## config.mk

```make
export PLATFORM = sky130hd
export DESIGN_NAME = dual_sensor_freshness_watchdog_core
export DESIGN_NICKNAME = d
export VERILOG_FILES = /design/src/hw/rtl/dsfw_pkg.sv /design/src/hw/rtl/dsfw_step.sv /design/src/hw/rtl/dual_sensor_freshness_watchdog_core.sv
export SDC_FILE = /design/constraint.sdc
export NUM_CORES = 1
export LEC_CHECK = 0
export ABC_AREA = 0
export ABC_CLOCK_PERIOD_IN_PS = 10320
export BUFFER_PORTS_ARGS = -buffer_cell sky130_fd_sc_hd__clkbuf_2
export CORE_MARGIN = 4
export CORE_UTILIZATION = 60
export DETAILED_ROUTE_END_ITERATION = 8
export GPL_TIMING_DRIVEN = 0
export PLACE_DENSITY = 0.78
export SYNTH_ARGS = -nofsm -noshare
export SYNTH_HDL_FRONTEND = slang
export SYNTH_SLANG_ARGS = --single-unit
```

## constraint.sdc

```tcl
create_clock -name clk -period 10.32 [get_ports clk]
set_clock_uncertainty 0.15 [all_clocks]
set_input_delay 2.064 -clock clk [delete_from_list [all_inputs] [get_ports clk]]
set_output_delay 2.064 -clock clk [all_outputs]
set_load 0.005 [all_outputs]
```

## src/hw/rtl/dsfw_pkg.sv

```systemverilog
`timescale 1ns / 1ps

package dsfw_pkg;

	localparam int unsigned TimeW = 64;
	localparam int unsigned CfgIdxW = 3;

	// watchdog mode
	typedef enum logic [2:0] {
		ST_STARTUP  = 3'd0,
		ST_HEALTHY  = 3'd1,
		ST_STRICT   = 3'd2,
		ST_FALLBACK = 3'd3,
		ST_RECOVER  = 3'd4
	} dsfw_state_t;

	// input beat source (tuser)
	typedef enum logic [1:0] {
		SRC_EVAL   = 2'd0,
		SRC_A      = 2'd1,
		SRC_B      = 2'd2,
		SRC_UNUSED = 2'd3
	} dsfw_src_t;

	// configuration register indexes
	localparam logic [CfgIdxW-1:0] REG_FALLBACK_POLICY = 3'd0;
	localparam logic [CfgIdxW-1:0] REG_STALE_TIMEOUT   = 3'd1;
	localparam logic [CfgIdxW-1:0] REG_STARTUP_GRACE   = 3'd2;
	localparam logic [CfgIdxW-1:0] REG_START_TIME      = 3'd3;

	typedef struct packed {
		logic             fallback_policy;
		logic [TimeW-1:0] stale_timeout;
		logic [TimeW-1:0] startup_grace;
		logic [TimeW-1:0] start_time;
	} dsfw_cfg_t;

	typedef struct packed {
		dsfw_state_t      mode_state;
		logic             seen_a;
		logic             seen_b;
		logic [TimeW-1:0] last_time_a;
		logic [TimeW-1:0] last_time_b;
		logic             recover_seen_a;
		logic             recover_seen_b;
	} dsfw_ctx_t;

endpackage

```

## src/hw/rtl/dsfw_step.sv

```systemverilog
`timescale 1ns / 1ps

module dsfw_step import dsfw_pkg::*; (
	input  dsfw_cfg_t        cfg,
	input  dsfw_ctx_t        ctx,
	input  dsfw_src_t        src,
	input  logic [TimeW-1:0] now_time,
	output dsfw_ctx_t        ctx_next,
	output logic             flush
);

	dsfw_ctx_t   rec;
	logic        fresh_a;
	logic        fresh_b;
	logic        both;
	logic        grace_over;
	dsfw_state_t target;

	// record the arrival first; freshness is judged on the updated times
	always_comb begin
		rec = ctx;
		if (src == SRC_A) begin
			rec.seen_a      = 1'b1;
			rec.last_time_a = now_time;
		end else if (src == SRC_B) begin
			rec.seen_b      = 1'b1;
			rec.last_time_b = now_time;
		end
		if (ctx.mode_state == ST_RECOVER) begin
			if (src == SRC_A) begin
				rec.recover_seen_a = 1'b1;
			end else if (src == SRC_B) begin
				rec.recover_seen_b = 1'b1;
			end
		end
	end

	assign fresh_a = rec.seen_a && (now_time >= rec.last_time_a)
		&& ((now_time - rec.last_time_a) <= cfg.stale_timeout);
	assign fresh_b = rec.seen_b && (now_time >= rec.last_time_b)
		&& ((now_time - rec.last_time_b) <= cfg.stale_timeout);
	assign both = fresh_a && fresh_b;
	assign grace_over = (now_time >= cfg.start_time)
		&& ((now_time - cfg.start_time) >= cfg.startup_grace);
	assign target = (cfg.fallback_policy && fresh_a && !fresh_b) ? ST_FALLBACK : ST_STRICT;

	always_comb begin
		ctx_next = rec;
		flush    = 1'b0;
		unique case (ctx.mode_state)
			ST_STARTUP: begin
				if (both) begin
					ctx_next.mode_state = ST_HEALTHY;
				end else if (grace_over) begin
					ctx_next.mode_state = target;
					flush               = 1'b1;
				end
			end
			ST_HEALTHY: begin
				if (!both) begin
					ctx_next.mode_state = target;
					flush               = 1'b1;
				end
			end
			ST_STRICT, ST_FALLBACK: begin
				if (both) begin
					ctx_next.mode_state     = ST_RECOVER;
					ctx_next.recover_seen_a = 1'b0;
					ctx_next.recover_seen_b = 1'b0;
					flush                   = 1'b1;
				end else if (target != ctx.mode_state) begin
					ctx_next.mode_state = target;
					flush               = 1'b1;
				end
			end
			default: begin
				if (!both) begin
					ctx_next.mode_state     = target;
					ctx_next.recover_seen_a = 1'b0;
					ctx_next.recover_seen_b = 1'b0;
					flush                   = 1'b1;
				end else if (rec.recover_seen_a && rec.recover_seen_b) begin
					ctx_next.mode_state = ST_HEALTHY;
				end
			end
		endcase
	end

endmodule

```

## src/hw/rtl/dual_sensor_freshness_watchdog_core.sv

```systemverilog
`timescale 1ns / 1ps
// Channel  | Dir | Beat fields
// s_axis   | in  | tuser: mode[1:0]; tdata: now_time[63:0]
// m_axis   | out | tdata: previous_state[2:0], current_state[5:3],
//          |     |        state_changed[6], buf_flush[7]
// cfg      | in  | cfg_index[2:0], cfg_data[63:0]; always ready
//
// One beat per cycle sustained while the output is not stalled. An accepted beat
// sits in the input register, is evaluated against the watchdog state by a
// combinational step and lands in the output register once the output can take it.
// The combinational path is three parallel 64-bit subtract-and-compare pairs. Reset clears the
// mode to startup and all seen and recovery flags. A stalled output holds its
// beat; the input register still takes one more beat behind it.

module dual_sensor_freshness_watchdog_core import dsfw_pkg::*; (
	input  logic               clk,
	input  logic               arst_n,
	input  logic               s_tvalid,
	output logic               s_tready,
	input  logic [TimeW-1:0]   s_tdata,   // now_time[63:0]
	input  logic [1:0]         s_tuser,   // mode[1:0]
	output logic               m_tvalid,
	input  logic               m_tready,
	output logic [7:0]         m_tdata,   // previous_state, current_state, state_changed,
	                                      // buf_flush
	input  logic               cfg_valid,
	output logic               cfg_ready,
	input  logic [CfgIdxW-1:0] cfg_index,
	input  logic [TimeW-1:0]   cfg_data
);

	dsfw_cfg_t        cfg_q;
	dsfw_ctx_t        ctx_q;
	dsfw_ctx_t        ctx_next;
	logic             flush;

	logic             valid_s1;
	dsfw_src_t        src_s1;
	logic [TimeW-1:0] now_s1;

	logic             valid_s2;
	logic [7:0]       data_s2;

	logic             advance;

	assign cfg_ready = 1'b1;
	assign advance   = valid_s1 && (!valid_s2 || m_tready);
	assign s_tready  = !valid_s1 || advance;
	assign m_tvalid  = valid_s2;
	assign m_tdata   = data_s2;

	always_ff @(posedge clk or negedge arst_n) begin
		if (!arst_n) begin
			cfg_q.fallback_policy <= 1'b0;
			cfg_q.stale_timeout   <= TimeW'(1);
			cfg_q.startup_grace   <= '0;
			cfg_q.start_time      <= '0;
		end else if (cfg_valid) begin
			unique case (cfg_index)
				REG_FALLBACK_POLICY: cfg_q.fallback_policy <= cfg_data[0];
				REG_STALE_TIMEOUT:   cfg_q.stale_timeout   <= cfg_data;
				REG_STARTUP_GRACE:   cfg_q.startup_grace   <= cfg_data;
				REG_START_TIME:      cfg_q.start_time      <= cfg_data;
				default: ;
			endcase
		end
	end

	dsfw_step u_step (
		.cfg      (cfg_q),
		.ctx      (ctx_q),
		.src      (src_s1),
		.now_time (now_s1),
		.ctx_next (ctx_next),
		.flush    (flush)
	);

	always_ff @(posedge clk or negedge arst_n) begin
		if (!arst_n) begin
			ctx_q.mode_state     <= ST_STARTUP;
			ctx_q.seen_a         <= 1'b0;
			ctx_q.seen_b         <= 1'b0;
			ctx_q.last_time_a    <= '0;
			ctx_q.last_time_b    <= '0;
			ctx_q.recover_seen_a <= 1'b0;
			ctx_q.recover_seen_b <= 1'b0;
		end else if (advance) begin
			ctx_q <= ctx_next;
		end
	end

	always_ff @(posedge clk or negedge arst_n) begin
		if (!arst_n) begin
			valid_s1 <= 1'b0;
		end else if (s_tready) begin
			valid_s1 <= s_tvalid;
		end
	end

	always_ff @(posedge clk) begin
		if (s_tvalid && s_tready) begin
			src_s1 <= dsfw_src_t'(s_tuser);
			now_s1 <= s_tdata;
		end
	end

	always_ff @(posedge clk or negedge arst_n) begin
		if (!arst_n) begin
			valid_s2 <= 1'b0;
		end else if (advance) begin
			valid_s2 <= 1'b1;
		end else if (m_tready) begin
			valid_s2 <= 1'b0;
		end
	end

	always_ff @(posedge clk) begin
		if (advance) begin
			data_s2 <= {flush, ctx_next.mode_state != ctx_q.mode_state,
				ctx_next.mode_state, ctx_q.mode_state};
		end
	end

endmodule

```

## Word level (Yosys, flattened, before mapping)

Index checks and enable logic that the tools add are counted.

| storage, ports and cells | value |
|---|---|
| register bits | 404 |
| bits of input ports | 138 |
| output and inout bits | 11 |
| logic and storage cells | 91 |

| cells by class | value |
|---|---|
| add/subtract/negate cells | 3 |
| magnitude comparators | 6 |
| eq/ne operators | 11 |
| multiplexer cells | 30 |
| reductions and logical operators | 25 |

Operator list:

| cell | number |
|---|---|
| $ge A64 B64 Y1 | 4 |
| $mux W64 | 3 |
| $sub A64 B64 Y64 | 3 |
| $le A64 B64 Y1 | 2 |
| $mux W3 | 7 |
| $mux W1 | 14 |
| $eq A3 B2 Y1 const B | 4 |
| $logic_and A1 B1 Y1 | 11 |
| $pmux W3 S3 | 1 |
| $reduce_and A2 Y1 | 4 |
| $eq A3 B1 Y1 const B | 2 |
| $logic_not A3 Y1 | 2 |
| $mux W2 | 3 |
| $ne A3 B3 Y1 | 2 |
| $pmux W2 S2 | 1 |
| $reduce_or A2 Y1 | 2 |
| $eq A3 B3 Y1 const B | 1 |
| $logic_not A1 Y1 | 3 |
| $eq A2 B1 Y1 const B | 1 |
| $eq A2 B2 Y1 const B | 1 |
| $logic_or A1 B1 Y1 | 2 |
| $pmux W1 S2 | 1 |
| $reduce_bool A2 Y1 | 1 |

## Depth between registers and ports, before layout

Gate-level depths: netlist (run 1).

| logic depth | value |
|---|---|
| depth after elaboration | 14 |
| mapped depth | 30 |
| gate-level depth less buffers | 28 |

## Hierarchy

From an unflattened synthesis (run 1), not the netlist that was laid out.

| second synthesis, totals | value |
|---|---|
| cells, all modules | 3535 |
| area, all modules | 33024.2 µm² |

By module, submodules not included:

| module | instances | cells each | area each (µm²) | sequential area each (µm²) |
|---|---|---|---|---|
| dsfw_step | 1 | 2751 | 18307.6 | 0.0 |
| dual_sensor_freshness_watchdog_core | 1 | 784 | 14716.6 | 10481.3 |

## Least setup slack after synthesis (run 1)

No wires, ideal clock.

| timing path | value |
|---|---|
| path type | register -> register |
| start | reg src_s1[1] |
| end | reg data_s2[6] (netlist: m_tdata[6]) (data pin) |
| library setup time | 0.260 ns |
| arrival | 6.687 ns |
| required time | 9.910 ns |
| path slack | 3.224 ns |
| cell stages (with the launch flop) | 27 |
| buffers on the path | 3 |
| clock period less this slack | 7.096 ns |
| cell sequence | edfxtp_1 > and2b_2 > buf_6 > clkbuf_1 > clkbuf_1 > mux2i_1 > ha_1 > nand4_1 > or2_1 > or3_1 > nor3_2 > o31ai_4 > o41ai_4 > a21boi_0 > o21ai_0 > a31oi_1 > xnor2_1 > ha_1 > nand4_1 > or4_1 > nor3_1 > nand2_1 > a22oi_1 > nand2_1 > a2111oi_1 > a211oi_2 > mux2_2 |

| on the way | value |
|---|---|
| longest elaborated chain between the ends | 14 |
| elaborated cells between the ends (all ways) | 38 |
| classes of those cells | add/sub (2); order compare (4); eq/ne (4); mux (19); reduce/logical (9) |

Ends and longest elaborated chain:

| element | RTL line | text |
|---|---|---|
| start, declared | dual_sensor_freshness_watchdog_core.sv:38 | `dsfw_src_t src_s1;` |
| start signal, assigned | dual_sensor_freshness_watchdog_core.sv:102 | `src_s1 <= dsfw_src_t'(s_tuser);` |
| $eq A2 B2 Y1 | dsfw_step.sv:25, dsfw_step.sv:32 |  |
| $mux W64 | dsfw_step.sv:25 | `end else if (src == SRC_B) begin` |
| $mux W64 | dsfw_step.sv:22 | `if (src == SRC_A) begin` |
| $sub A64 B64 Y64 / $ge A64 B64 Y1 (equally long branches) | dsfw_step.sv:41, dsfw_step.sv:40 |  |
| $le A64 B64 Y1 / $logic_and A1 B1 Y1 (equally long branches) | dsfw_step.sv:41, dsfw_step.sv:40 |  |
| $logic_and A1 B1 Y1 | dsfw_step.sv:41 | `&& ((now_time - rec.last_time_b) <= cfg.stale_timeout);` |
| $logic_not A1 Y1 | dsfw_step.sv:45 | `assign target = (cfg.fallback_policy && fresh_a && !fresh_b) ? ST_FALLBACK : ST_STRICT;` |
| $logic_and A1 B1 Y1 | dsfw_step.sv:45 |  |
| $mux W1 | dsfw_step.sv:45 |  |
| $ne A3 B3 Y1 | dsfw_step.sv:71 | `end else if (target != ctx.mode_state) begin` |
| $mux W3 | dsfw_step.sv:71 |  |
| $mux W3 | dsfw_step.sv:66 | `if (both) begin` |
| $pmux W3 S3 (*) | dsfw_step.sv:50 | `unique case (ctx.mode_state)` |
| $ne A3 B3 Y1 (*) | dual_sensor_freshness_watchdog_core.sv:119 | `data_s2 <= {flush, ctx_next.mode_state != ctx_q.mode_state,` |
| end signal, assigned | dual_sensor_freshness_watchdog_core.sv:119 |  |
| end, declared | dual_sensor_freshness_watchdog_core.sv:42 | `logic [7:0] data_s2;` |

Every way passes the cells marked *; elsewhere a longest branch is shown, timed or not.
A chain may end at the register's enable or synchronous reset.

## Worst setup path in the final report (run 1)

Same ends and word-level chain as after synthesis.

==> results.md, run 1 <==
- The kind of start point of the critical path is a flop.
- For the pin with the worst max-slew slack, the measured transition is 1.38 ns.
- The number of I/O port buffers is 147.
- The distinct cell type count of the synthesized netlist is 98.
- Clock tree synthesis inserted a total of 47 buffers.
- The final layout contains 4,156 nets.
- The total negative setup slack is 0 ns.
- Sequential elements use 33.1% of the synthesized area.
- Once placement completed, the tool counted placed cells totaling 4,270.
- After detailed placement, the total cell area comes to 33,400 sq um.
- The maximum buffer depth of the clock tree is 3.
- The total nets after synthesis is 3,954.
- The number of buffers inserted for hold repair after clock tree synthesis is 0.
- The global routing usage summed across all routing layers is 31.5%.
- The routed layout has 27,100 vias.
- Summed over all nets, the switching power comes to 0.00332 W.
- The worst slew margin relative to its limit is 6.98%.
- The final instance count without filler cells is 4,355.
- The final critical-path required period is 9.88 ns.
- For this run, the slowest stage of the critical path takes 0.73 ns.
- The number of max-cap violations is 0.
- The TritonCTS clock tree is built.
- The detailed placement HPWL is 72,200 um.
- The wire length of the first global-routing pass is 142,000 um.
- The floorplan has 83 rows.
- Setup violations remaining at the end of the flow were counted as 0.
- The worst voltage drop across the vdd grid is 0.153 mV.
- The prevailing post-synth register cell is dfrtp_1.
- The startpoint of the most critical register-to-register path is src_s1[1].
- The hold path startpoint is ctx_q[133].
- The setup slack on the worst flop-to-flop path is 0.44 ns.
- The critical path is of the flop to flop type.
- The leakage dissipation is 16.1 nW.
- The critical-path maximum fanout is 10.
- The path class of the tightest hold or removal check is flop to flop.
- From synthesis to final layout, the design area changed by 10.6%.
- The kind of end point of the critical path is a flop.
- The cell type contributing the most total cell area after synthesis is dfrtp_1.
- The worst-case hold path end point is m_tdata[1].
- CTS built an H-tree with a depth of 2.
- The flow ran to the end, and the final reports show no timing, DRC or antenna violations.
- The DRC violations left is 0.
- The clock transition at the registers of the reported paths is 0.06 ns.
- Setup repair after global routing left no endpoint under its margin.
- The detail-routed net length per standard cell is 21.1 um.
- The max-slew violation count is 0.
- The number of storage elements in the synthesis netlist is 404.
- The number of cells produced by synthesis is 3,437.
- The worst register-to-register path ends at m_tdata[6].
- Of all flip-flops after synthesis, the portion carrying an async set or reset was 81.7%.
- The initial antenna violation count is 3.
- The count of nets left with antenna violations once routing finished came out at 0.
- The number of warnings reported in the yosys synthesis log is 0.
- The die footprint is 56,600 sq um.
- For the worst setup path, the data required time is 10.51 ns.
- The clock network power share is 21.8%.
- Sorting the synthesized cells by area gives the leading types as dfrtp_1, ha_1, edfxtp_1, mux2_2, a21oi_1.
- The violation count after the first detailed-route iteration is 2,070.
- Once layout is complete, the utilization of the core stands at 67.7%.
- By count the netlist is led by ha_1, dfrtp_1, nand2_1, a21oi_1, o21ai_0.
- In this run the vertical extent of the chip is 238 um.
- After synthesis, the largest area contributor takes up 26.0% of total cell area.
- The die span in x is 238 um.
- For the worst-skew pair, the clock arrives at the later sink with an insertion delay of 0.59 ns.
- Among all stages on the critical path, the largest delay is contributed by nor3_1.
- Counting cells, the worst reg-to-reg path comes to 29.
- The areal power density over the cells is 232 nW/um^2.
- 149 I/O pins were placed.
- Once the floorplan was initialized, standard cells occupied 61.2% of the core.
- After synthesis the cells add up to 31,700 sq um.
- CTS placed an instance of clkbuf_16 at the clock tree root.
- Counting instances, the worst hold path has a depth of 0.
- Clock tree synthesis found a total of 404 sinks.
- Global routing finished with a remaining overflow of 0.
- Entering global routing, the biggest net connects 98 pins.
- The fmax is 101 MHz.
- The proportion of total power due to net switching is 40.9%.
- The internal power of the cells totals 0.00481 W.
- After synthesis, the mean cell area works out to 9.22 sq um.
- Dividing the final minimum period by the clock period gives 95.7%.
- The number of global-route vias before repair is 26,200.
- The placeable core region is 51,800 sq um.
- The first TritonRoute pass finished after 9 iterations.
- The routability congestion estimate from global placement is 0.961.
- The routed wire length is 91,900 um.
- The share of cells above drive strength 1 is 12.9%.
- The synthesized design contains 74 enable-type register cells.
- The number of failing hold endpoints at the final stage is 0.
- Data arrives at the worst endpoint at 10.06 ns.
- Once layout is done, the placed cells without fillers occupy 35,100 sq um.
- By instance count, the leading cell after synthesis is ha_1.
- Among the stages of the critical path, the cell type that occurs most often is nand4_1.
- In the routed layout, each cell is associated on average with a via count of 6.23.
- The combinational cell fraction of total power is 51.8%.
- The portion of total power attributed to sequential cells is 26.4%.
-- worst max-delay path: cells and delay by family, from the launching register on --
family	cells	cell delay (ns)
and+or+nand+nor	11	3.73
AOI/OAI and AO/OA	9	2.23
buffers and inverters	4	1.77
adders and majority gates	2	0.60
muxes	2	0.55
DFF	1	0.42
xor gates and xnor gates	1	0.16
-- layer usage --
metal  vias to the layer above  global-route usage [%]  part of all wire [%]
met5                         -                       0                     0
met1                     13100                    40.7                    42
met3                       211                    6.28                   7.7
met4                         0                    13.5                   4.5
li1                      12900                       -                     -
met2                       915                    51.7                    46
-- cell families after synthesis --
kind of cell | share of synthesized area, %
adders and majority gates | 15.1
AOI/OAI and AO/OA | 18.7
and+or+nand+nor | 12.6
other | 0.0118
buffers and inverters | 4.73
muxes | 10.6
xor gates and xnor gates | 5.11
DFF | 33.1
-- sequential cells by signal (all words and copies together), names as in the netlist --
| signal | cells |
|---|---|
| now_s1 | 64 |
| m_tvalid | 1 |
| cfg_q | 193 |
| m_tdata | 8 |
| valid_s1 | 1 |
| src_s1 | 2 |
| ctx_q | 135 |
-- repair_timing --
action                                  4_1_cts  5_1_grt
endpoints found under the setup margin        0        1
setup buffers                                 0        0
resized for setup                             0        1
-- how the worst max path moves through the flow --
stage / start / to / cells after the start
after detailed placement: src_s1[1] / m_tdata[6] / 29
after global placement: arst_n / cfg_q[103] / 1
after global routing: src_s1[1] / m_tdata[6] / 29
final: src_s1[1] / m_tdata[6] / 29
after CTS: src_s1[1] / m_tdata[6] / 29
after floorplan: src_s1[1] / m_tdata[6] / 26
-- cells in the final DEF, fill, tap and decap left out, types with 9 or more instances in the layout --
cell / n
ha_1: 376
dfrtp_1: 329
nand2_1: 321
a21oi_1: 266
o21ai_0: 263
inv_1: 247
mux2_2: 189
clkbuf_2: 152
nor2_1: 125
mux2i_1: 123
a21o_1: 116
xnor2_1: 115
clkbuf_1: 112
nand4_1: 88
edfxtp_1: 74
xor2_1: 70
nand3_1: 62
clkbuf_16: 50
nor3_1: 48
o21bai_1: 43
nand2b_1: 36
a31oi_1: 30
nor2b_1: 30
a211oi_1: 29
o21a_1: 21
and2_1: 20
buf_1: 19
and3_1: 19
o211ai_1: 18
a311oi_1: 13
nor4_1: 13
buf_2: 11
or3_1: 11
o31a_1: 9
a21boi_0: 9
nor3b_1: 9
a221oi_1: 9
-- power by group through the flow --
| stage | Clock [W] | Combinational (W) | Sequential (W) |
|---|---|---|---|
| 6_report | 0.00177 | 0.00421 | 0.00214 |
| 5_1_grt | 0.00186 | 0.00470 | 0.00218 |
| 4_1_cts | 0.00180 | 0.00415 | 0.00214 |
| 3_5_place_dp | 0 | 0.00410 | 0.00217 |
| 3_3_place_gp | 0 | 0.00401 | 0.00215 |
| 2_1_floorplan | 0 | 0.00313 | 0.00211 |
-- metrics by stage --
stage | setup WS [ns] | total power (W) | hold WS, ns
after floorplan | 3.22 | 0.00524 | 0.273
after global placement | -0.314 | 0.00616 | 0.284
after detailed placement | 0.643 | 0.00627 | 0.290
after CTS | 0.574 | 0.00809 | 0.305
after global routing | 0.0153 | 0.00873 | 0.320
final | 0.445 | 0.00813 | 0.305
-- final cells by class --
type,instances,area (sq um)
diodes,1,2.50
plain buffers,141,569
clock buffers,64,1330
clock inverters,20,294
fillers,4205,16800
inverters,248,931
multi-input cells,2644,19700
flip-flops and latches,404,10500
well taps,680,851
repair buffers,153,877
Power figures use the tool's default switching activity.
==> run 2, diff against run 1 <==
--- a/config.mk
+++ b/config.mk
@@ -9,10 +9,10 @@
 export ABC_CLOCK_PERIOD_IN_PS = 10320
 export BUFFER_PORTS_ARGS = -buffer_cell sky130_fd_sc_hd__clkbuf_2
 export CORE_MARGIN = 4
-export CORE_UTILIZATION = 60
+export CORE_UTILIZATION = 63
 export DETAILED_ROUTE_END_ITERATION = 8
 export GPL_TIMING_DRIVEN = 0
-export PLACE_DENSITY = 0.78
+export PLACE_DENSITY = 0.81
 export SYNTH_ARGS = -nofsm -noshare
 export SYNTH_HDL_FRONTEND = slang
 export SYNTH_SLANG_ARGS = --single-unit
==> run 2 against run 1 <==
  * Setup slack got worse by 0.19 ns
  * Via count increased by 1.1%
  * Largest power group unchanged
  * Sequential cell count unchanged
  * First-iteration DRC count increased by 9.9%
  * Register-to-register slack got worse by 0.19 ns
  * Global-route usage increased by 1.8 points
==> results.md, run 2 (synthesized netlist as in run 1, its figures left out) <==
- In this run the tightest slew margin relative to its limit is 7.16%.
- The number of cells after detailed placement is 4,253.
- The initialized floorplan defines 81 standard-cell rows.
- The leakage dissipation is 16.1 nW.
- The pin count of the biggest net entering global routing is 111.
- Summed over all layers, the routed wires come to 91,800 um.
- The number of buffers and inverters on the critical path is 3.
- In the final layout, flip-flops and latches occupy 10,500 sq um.
- The floorplan step defined a core boundary enclosing 49,400 sq um.
- The maximum buffer depth of the clock tree is 3.
- The areal power density over the cells is 232 nW/um^2.
- For this run, the top clock speed supported by timing is 99.4 MHz.
- The area growth from synthesis to layout is 10.4%.
- For the worst setup path, the data required time is 10.51 ns.
- The cell chosen for the clock root is clkbuf_16.
- The library cells used most frequently in the layout, excluding fill and tap cells, are ha_1, dfrtp_1, nand2_1, a21oi_1, o21ai_0.
- After the first detailed-routing iteration, the DRC count stood at 2,274.
- The number of failing hold endpoints at the final stage came to 0.
- The critical path arrival is 10.25 ns.
- The largest incremental delay on the critical path is 1.04 ns.
- The largest registers in the layout are cfg_q x193, ctx_q x135, now_s1 x64.
- The congestion estimate from routability-driven global placement came to 0.994.
- The final count of negative-setup-slack endpoints is 0.
- The initial antenna violation count is 4.
- The cell type group with the largest total delay on the critical path is compound AO/OA/AOI/OAI gates.
- The vertical extent of the die is 232 um.
- In this run the horizontal extent of the chip is 232 um.
- The DRC violations left is 0.
- In the final routed layout, each cell accounts on average for 21.1 um.
- The global routing usage summed across all routing layers is 33.3%.
- Counting flops per register, the top entry is cfg_q.
- The detail route stage leaves a number of antenna-violating nets equal to 0.
- The number of global-route vias before repair was 26,500.
- The initial utilization of the core area, before any placement, comes to 64.2%.
- The total number of vias is 27,400.
- The flow ran to the end, and the final reports show no timing, DRC or antenna violations.
- The TritonCTS clock tree is built.
- Subtracting the final worst setup slack from the clock period gives 10.06 ns.
- The ratio of final minimum period to clock period is 97.5%.
- Max-cap violations in this run came to 0.
- The pre-antenna-repair detailed-routing pass consisted of 5 iterations.
- The leading cell type in the layout, fill and taps excluded is ha_1.
- The post-detailed-route via-to-cell ratio is 6.32.
- For the pin with the worst max-slew slack, the measured transition is 1.39 ns.
- The setup path with the least slack is of type flop to flop.
- Clock tree synthesis found a total of 404 sinks.
- The worst hold path class is flop to flop.
- The worst setup path is captured at a flop.
- Summing all multi-input logic gate instances after layout gives 19,700 sq um.
- The detailed placement HPWL is 71,200 um.
- The worst voltage drop across the vdd grid is 0.160 mV.
- The critical-path maximum fanout is 10.
- The floorplan step defined a die boundary enclosing 54,000 sq um.
- The first global-routing pass estimated 142,000 um of wire.
- The number of fillers in the final layout is 3,841.
- In this run the tool buffered the top-level ports with 147 buffer cells.
- The number of buffers created by CTS is 47.
- The number of flip-flops under the largest register name is 193.
- The clock latency reported for the late side of the worst-skew pair is 0.60 ns.
- The net count of the finished layout is 4,155.
- The total overflow left after global routing is 0.
- The number of H-tree levels is 2.
- Across all register-to-register paths, the minimum setup slack is 0.26 ns.
- The worst setup path is launched from a flop.
- Cells with a size suffix above 1 make up 13.0% of the layout.
- After clock tree synthesis, the clock-pin slew on the worst setup and hold paths is 0.06 ns.
- The top-level port count is 149.
- The library cell contributing the largest single delay on the critical path is clkbuf_1.
- The max-slew violation count is 0.
- Setup repair after global routing left no endpoint under its margin.
- The number of buffers inserted for hold repair after clock tree synthesis is 0.
- The final instance count without filler cells is 4,340.
- The tightest hold path in the finished design has a slack of 0.309 ns.
==> run 2: cell count changes in the layout (fill, tap and decap cells not counted), sizes merged <==
| cell | change |
|---|---|
| clkinvlp | +2 |
| inv | -1 |
| buf | -2 |
| diode | +1 |
| clkbuf | -2 |
| bufinv | -2 |
| clkinv | +5 |
==> run 2: area by class of cell <==
class,count,area share (%)
tap,664,2.37
multi-input combinational,2644,56.4
inverter,248,2.66
clock buffer,61,3.78
timing repair buffer,152,2.50
buffer,141,1.63
sequential,404,29.9
clock inverter,24,0.726
antenna,2,0.0143
==> run 2: through the flow <==
stage	power (W)	setup TNS, ns	utilization [%]	instance area, sq um	setup slack [ns]
2_1_floorplan	0.00524	0	-	31700	3.22
3_3_place_gp	0.00615	-86.42	67.4	33300	-0.314
4_1_cts	0.00803	0	70.9	35000	0.447
3_5_place_dp	0.00627	0	67.7	33400	0.502
5_1_grt	0.00869	0	70.9	35000	0.0352
6_report	0.00811	0	70.9	35000	0.257
==> run 2: final timing paths <==
kind                              end  cells after the start  startpoint
max                        m_tdata[6]                     25   src_s1[1]
min                        m_tdata[1]                      0  ctx_q[133]
max reg2reg                m_tdata[6]                     25   src_s1[1]
min reg2reg                m_tdata[1]                      0  ctx_q[133]
max in group asynchronous  cfg_q[102]                      2      arst_n
min in group asynchronous    cfg_q[5]                      1      arst_n
==> run 2: per-layer routing <==
layer / vias to the layer above / GRT usage, % / part of all wire [%]
met5: - / 0 / 0
met4: 0 / 14.2 / 4.6
met3: 240 / 5.32 / 8.0
met2: 1094 / 54.4 / 46
met1: 13200 / 44.0 / 42
li1: 12900 / - / -
==> run 2: timing repair <==
| action | in CTS | in global routing |
|---|---|---|
| buffers inserted | 0 | 0 |
| resized for setup | 0 | 2 |
| endpoints found under the setup margin | 0 | 2 |
==> run 2: report_power, final <==
group	internal [W]	total, W	switching (W)
combinational	0.00177	0.00423	0.00246
clock	0.00102	0.00173	0.000705
sequential	0.00196	0.00215	0.000185
